--- config.mk ---
export PLATFORM = sky130hd
export DESIGN_NAME = atsc_div
export DESIGN_NICKNAME = d
export VERILOG_FILES = /design/src/design/atsc_pkg.sv /design/src/design/atsc_div.sv
export SDC_FILE = /design/constraint.sdc
export NUM_CORES = 1
export LEC_CHECK = 0
export BUFFER_PORTS_ARGS = -buffer_cell sky130_fd_sc_hd__buf_2
export CAP_MARGIN = 0
export CORE_MARGIN = 4
export CORE_UTILIZATION = 60
export DETAILED_ROUTE_END_ITERATION = 6
export HOLD_SLACK_MARGIN = 0.03
export MAX_ROUTING_LAYER = met4
export PLACE_DENSITY_LB_ADDON = 0.15
export REMOVE_ABC_BUFFERS = 1
export SLEW_MARGIN = 10
export SYNTH_ARGS = -nofsm -noshare
export SYNTH_HDL_FRONTEND = slang
export SYNTH_SLANG_ARGS = --single-unit
--- constraint.sdc ---
create_clock -name clk -period 6.08 [get_ports clk]
set_input_delay 0.304 -clock clk [delete_from_list [all_inputs] [get_ports clk]]
set_output_delay 0.304 -clock clk [all_outputs]
set_load 0.02 [all_outputs]
--- src/design/atsc_pkg.sv ---
// Package for the adaptive time step controller: constants and sizes.
// No dependencies.
`timescale 1ns / 1ps
package atsc_pkg;
    localparam int TIME_W_DEF = 32;
    localparam int FRAC_W_DEF = 16;
    localparam int CFG_IDX_W  = 2;
    localparam int SPO_W      = 16;

    localparam logic [CFG_IDX_W-1:0] REG_INIT_STEP = 2'd0;
    localparam logic [CFG_IDX_W-1:0] REG_OUT_INTV  = 2'd1;
    localparam logic [CFG_IDX_W-1:0] REG_SPO       = 2'd2;
    localparam logic [CFG_IDX_W-1:0] REG_TOL       = 2'd3;

    localparam logic [31:0] RST_INIT_STEP = 32'd655;
    localparam logic [31:0] RST_OUT_INTV  = 32'd6554;
    localparam logic [15:0] RST_SPO       = 16'd1;
    localparam logic [31:0] RST_TOL       = 32'd655;

    localparam logic ACT_ADVANCE = 1'b0;
    localparam logic ACT_UPDATE  = 1'b1;
endpackage

--- src/design/atsc_div.sv ---
// Shared restoring divider, one quotient bit per cycle.
// Depends on atsc_pkg.
`timescale 1ns / 1ps
module atsc_div #(
    parameter int W = 64
) (
    input  logic                 clk,
    input  logic                 rst_n,
    input  logic                 start,
    input  logic [W-1:0]         dividend,
    input  logic [W-1:0]         divisor,
    output logic                 done,
    output logic [W-1:0]         quotient,
    output logic [W-1:0]         remainder
);
    import atsc_pkg::*;
    localparam int CW = $clog2(W + 1);
    logic [W-1:0]  q_reg, q_next, d_reg, d_next;
    logic [W:0]    r_reg, r_next, trial;
    logic [CW-1:0] cnt_reg, cnt_next;
    logic          busy_reg, busy_next, done_reg, done_next;

    always_comb
    begin
        q_next = q_reg; d_next = d_reg; r_next = r_reg; cnt_next = cnt_reg;
        busy_next = busy_reg; done_next = 1'b0;
        trial = '0;
        if (start)
        begin
            q_next = dividend; d_next = divisor; r_next = '0;
            cnt_next = CW'(W); busy_next = 1'b1;
        end
        else if (busy_reg)
        begin
            trial = {r_reg[W-1:0], q_reg[W-1]} - {1'b0, d_reg};
            if (!trial[W])
            begin
                r_next = trial;
                q_next = {q_reg[W-2:0], 1'b1};
            end
            else
            begin
                r_next = {r_reg[W-1:0], q_reg[W-1]};
                q_next = {q_reg[W-2:0], 1'b0};
            end
            cnt_next = cnt_reg - CW'(1);
            if (cnt_reg == CW'(1))
            begin
                busy_next = 1'b0; done_next = 1'b1;
            end
        end
    end

    always_ff @(posedge clk or negedge rst_n)
    begin
        if (!rst_n)
        begin
            busy_reg <= 1'b0; done_reg <= 1'b0; cnt_reg <= '0;
        end
        else
        begin
            busy_reg <= busy_next; done_reg <= done_next; cnt_reg <= cnt_next;
        end
    end

    always_ff @(posedge clk)
    begin
        q_reg <= q_next; d_reg <= d_next; r_reg <= r_next;
    end

    assign done      = done_reg;
    assign quotient  = q_reg;
    assign remainder = r_reg[W-1:0];
endmodule
# [Word-level counts from Yosys, hierarchy flattened]
# Index checks and enable logic that the tools add are counted.
# W data, S select, Z words.
[word_totals] register_bits=201 latch_bits=0 mem_bits_rw=0 mem_bits_ro=0 inputBits=131 elab_cells=22 n_memories=0
[op_classes] addsub=2 mul=0 div=0 magnitude_cmp=0 eq_ne=1 n_shift=0 muxes=12 n_bitwise=0 n_reduce_logical=1
[op_table] operator="$mux W64" count=3
[op_table] operator="$sub A65 B64 Y65" count=1
[op_table] operator="$mux W7" count=2
[op_table] operator="$eq A7 B1 Y1 const B" count=1
[op_table] operator="$mux W1" count=7
[op_table] operator="$sub A7 B1 Y7 const B" count=1
[op_table] operator="$reduce_bool A2 Y1" count=1

# [Logic depth before layout (Yosys ltp)]
[logic_depth] depth_word=4 ltp_mapped=16 ltp_nobuf=14

# [Worst setup path after synthesis]
# OpenSTA, ideal clock, no wires.
[synth_path] kind="register to register" startpoint="register q_reg[63], in the netlist quotient[63]" endpoint="register r_reg[0]" setup_time_ns=0.188 t_arrival_ns=2.997 path_slack_ns=2.895 path_stages_with_launch=16 n_path_buf=2 synth_period_minus_slack_ns=3.185 path_cell_list="edfxtp_1 inv_1 ha_1 fa_1 nand2b_1 a21oi_1 o41a_1 a21o_1 a31oi_1 o21a_2 o211ai_4 buf_6 buf_2 nor2_1 a21oi_1 o22ai_1"
[synth_between] elab_chain_len=2
[synth_rtl] item="start, declared" line_no="atsc_div.sv:18" source="logic [W-1:0] q_reg, q_next, d_reg, d_next;"
[synth_rtl] item="start signal, assigned" line_no="atsc_div.sv:68" source="q_reg <= q_next; d_reg <= d_next; r_reg <= r_next;"
[synth_rtl] item="$sub A65 B64 Y65" line_no="atsc_div.sv:35" source="trial = {r_reg[W-1:0], q_reg[W-1]} - {1'b0, d_reg};"
[synth_rtl] item="$mux W64 (*)" line_no="atsc_div.sv:36" source="if (!trial[W])"
[synth_rtl] item="end signal, assigned" line_no="atsc_div.sv:68"
[synth_rtl] item="end, declared" line_no="atsc_div.sv:19" source="logic [W:0] r_reg, r_next, trial;"
# Mark *: on every way between the ends. The rest lies on a longest branch, timed or not.
# A chain may end at the register's enable or synchronous reset.

# [Worst setup path after layout]
[layout_path] startpoint="register q_reg[63], in the netlist quotient[63]" endpoint="register r_reg[39]"
[layout_between] elab_chain_len=2
[layout_rtl] item="$sub A65 B64 Y65" line_no="atsc_div.sv:35"
[layout_rtl] item="$mux W64" line_no="atsc_div.sv:36"
# No other way between the ends.

==> metrics.yaml <==
pwr:
  leakage_nw: 6.55
  netSwitchingFraction_pct: 30.6
  power.switching_mw: 1.19
  vdd_drop_max_v: 0.000263
  powerDensity_mw_per_mm2: 269
  comb_power_share_pct: 23.0
  pwr-share-clk_pct: 33.4
  cellInternalPower_mw: 2.72
  power_frac_seq_pct: 43.6
  power_mw: 3.91
run_status:
  status: "finished, final reports clean"
timing:
  hold_slack_ns: 0.0780
  tightest_slew_ns: 0.944
  rsz0062_at_grt: "no"
  timing.final.crit_share_pct: 67.3
  worst_slack_ns: 1.99
  period_minus_slack_ns: 4.09
  setup_tns_ns: 0
  setup_viol: 0
  fin_worst_skew_ns: 0.0105
  report.final.slew_viol_count: 0
  relSlewSlack_pct: 37.1
  hold_viol: 0
  max_freq_ghz: 0.244
global_routing:
  grt_pass1_wl_mm: 51.8
  grt.total_usage_pct: 29.7
  use_met3_pct: 6.46
  grt_pass1_vias: 10055
  grt_max_degree: 95
  use_met1_pct: 37.9
  use_met2_pct: 48.1
  antenna_found_initial: 0
  overflow: 0
  grt.busiest_layer: "met2"
synthesis:
  syn_avg_cell_area_um2: 9.83
  yosysTopAreaCellShare_pct: 32.6
  synth_edf_count: 128
  yosys.area.top_type: "edfxtp_1"
  synth_seq_cells: 201
  synth_cell_types: 72
  netlist_instances: 1199
  synth_area_leaders: "edfxtp_1 (33%), dfxtp_1 (11%), ha_1 (7.0%)"
  synth_flop_cell: "edfxtp_1"
  syn-cell-area_mm2: 0.0118
  ys_warn_count: 0
  async_reset_ff_share_pct: 4.48
  yosysSeqAreaShare_pct: 45.4
clocking:
  cts.path.max_buffers: 3
  clk_pin_slew_ns: 0.06
  cts_buffers: 23
  cts_resized: 0
  h-tree-depth: 1
  cts_tree: "done"
  cts-root-buf: "clkbuf_16"
  clock_latency_ns: 0.53
  cts_sinks: 201
critical_path:
  cp_cell_sequence: "inv_1 -> ha_1 -> fa_1 -> nand2b_1 -> a21oi_1 -> o41a_1 -> a21o_1 -> a31oi_1 -> o21a_2 -> o211ai_4 -> buf_4 -> o21ai_0 -> mux2i_1 -> nor2_1"
  arrival_ns: 4.49
  worstRegToRegCells: 14
  r2r_slack_ns: 1.99
  path_class: "register to register"
  crit_path_start_kind: "register"
  crit_required_ns: 6.48
  cp_slowest_cell: "buf_4"
  r2r-end: "r_reg[39]"
  worst_r2r_startpoint: "quotient[63]"
  crit_path_max_fanout: 94
  worstSetupEndpointType: "register"
  worst_path_largest_cell_delay_ns: 0.73
placed_design:
  dpl.hpwl_mm: 22.4
  dp_cells: 1670
  port-buffer-count: 259
  place_congestion: 0.955
  dp_worst_setup_slack_ns: 2.11
floorplanning:
  start_util_pct: 60.8
  row_count: 51
  fp.dieH_um: 148
  die-area_mm2: 0.0220
  pin_count: 260
  core_area_mm2: 0.0194
  die_w_um: 148
final_layout:
  diodes: 0
  syn_to_final_growth_pct: 23.4
  fillers: 1443
  nNetsFinal: 1693
  stdcell_count: 1776
  drive_above_1_share_pct: 25.1
drt:
  routedWlPerCell_um: 18.2
  dr.pass1.iters: 5
  detail_route.vias_per_cell: 5.74
  num_vias: 10193
  ant_nets: 0
  wl_mm: 32.2
  drt_iter0_drc: 674
  drc_errors: 0
min_path:
  worstHoldPathCells: 2
  hold-path-endpoint: "quotient[25]"
  hp-class: "input port to register"
  hp-start: "dividend[25]"
flow_run:
  maxCapViolations: 0
-- cell type report --
cell class / count / area [µm²] / share of cell area [%]
sequential: 201 / 5350 / 36.8
multi-input combinational: 850 / 5830 / 40.0
clock inverter: 15 / 116 / 0.800
timing repair buffer: 332 / 2010 / 13.8
tap: 265 / 332 / 2.28
inverter: 87 / 327 / 2.24
clock buffer: 26 / 587 / 4.03
-- synth_stat cells (3+ instances only) --
library cell / count
a211oi_1: 13
a211oi_2: 3
a21o_1: 28
a21oi_1: 92
a22o_1: 11
a311oi_1: 6
a311oi_2: 5
a31oi_1: 8
a32oi_1: 5
and2_1: 3
buf_1: 4
buf_2: 8
buf_4: 4
buf_6: 4
clkbuf_1: 39
dfrtp_1: 9
dfxtp_1: 64
edfxtp_1: 128
ha_1: 66
inv_1: 86
mux2_2: 63
mux2i_1: 14
nand2_1: 117
nand2b_1: 14
nand3_1: 19
nand4_1: 17
nor2_1: 95
nor2b_1: 8
nor3_1: 14
nor4_1: 4
o211ai_1: 22
o21a_1: 6
o21ai_0: 71
o21ai_1: 15
o21bai_1: 14
o221ai_1: 3
o22ai_1: 5
xnor2_1: 31
xor2_1: 34
-- worst max-delay path by stage --
stage                      start         to  slack (ns)  cells after the start
detailed placement  quotient[63]   r_reg[8]        2.11                     14
finish              quotient[63]  r_reg[39]        1.99                     14
CTS                 quotient[63]  r_reg[39]        2.07                     14
floorplan           quotient[63]  r_reg[63]        1.58                     14
global route        quotient[63]   r_reg[8]        1.65                     14
global placement    quotient[63]   r_reg[8]        2.26                     14
-- stage by stage --
step / utilization, % / cell area [µm²]
6_report: 75.0 / 14600
5_1_grt: 75.0 / 14600
4_1_cts: 75.0 / 14600
3_5_place_dp: 68.0 / 13200
3_3_place_gp: 68.0 / 13200
2_1_floorplan: - / 11500
-- kinds of logic after synthesis --
logic type      after synthesis  share of synthesized area (%)
buf+inv                     148                           5.20
simple gates                305                           11.5
compound gates              336                           18.7
mux                          77                           7.20
xor+xnor                     65                           4.83
flops                       201                           45.4
fa+ha+maj                    67                           7.17
-- power groups by stage --
| stage | clock network, mW | registers (mW) | logic [mW] |
|---|---|---|---|
| 2_1_floorplan | 0 | 1.82 | 0.468 |
| 3_3_place_gp | 0 | 1.73 | 0.837 |
| 3_5_place_dp | 0 | 1.73 | 0.851 |
| 4_1_cts | 1.33 | 1.70 | 0.892 |
| 5_1_grt | 1.39 | 1.72 | 0.986 |
| 6_report | 1.31 | 1.71 | 0.898 |
-- cells in the final DEF (no fill, tap or decap), types with 8 or more instances in the layout --
cell	synthesis	routed
a21o_1	28	28
dlygate4sd3_1	0	65
nand2b_1	14	14
nand2_1	117	117
o21bai_1	14	14
inv_1	86	85
nor3_1	14	14
o21ai_0	71	71
o21ai_1	15	15
nand3_1	19	19
buf_4	4	8
a22o_1	11	11
dfxtp_1	64	64
edfxtp_1	128	128
nor2_1	95	95
a211oi_1	13	13
buf_2	8	258
mux2_2	63	63
xnor2_1	31	31
xor2_1	34	34
dfrtp_1	9	8
a21oi_1	92	92
ha_1	66	66
clkbuf_16	0	23
o211ai_1	22	22
nor2b_1	8	8
nand4_1	17	17
a31oi_1	8	8
mux2i_1	14	14
-- repair_timing --
item                      in CTS  in global routing
setup buffers                  0                  0
hold buffers                  65                  0
hold endpoints to repair      73                  0
-- routing by layer --
layer	share of wire (%)	wire [µm]	vias up
met5	0	0	-
met4	2.6	843	0
met3	8.1	2620	58
met2	48	15500	392
met1	41	13300	4797
li1	-	-	4946
-- worst max-delay path, delay by kind of cell (launching register included) --
kind,cells,cell delay (ns)
AO/OA/AOI/OAI,7,1.70
AND/OR/NAND/NOR,2,0.23
multiplexers,1,0.19
flip-flops,1,0.36
adder cells (fa/ha/maj),2,0.62
buffers and inverters,2,0.78
Power figures use the tool's default switching activity.
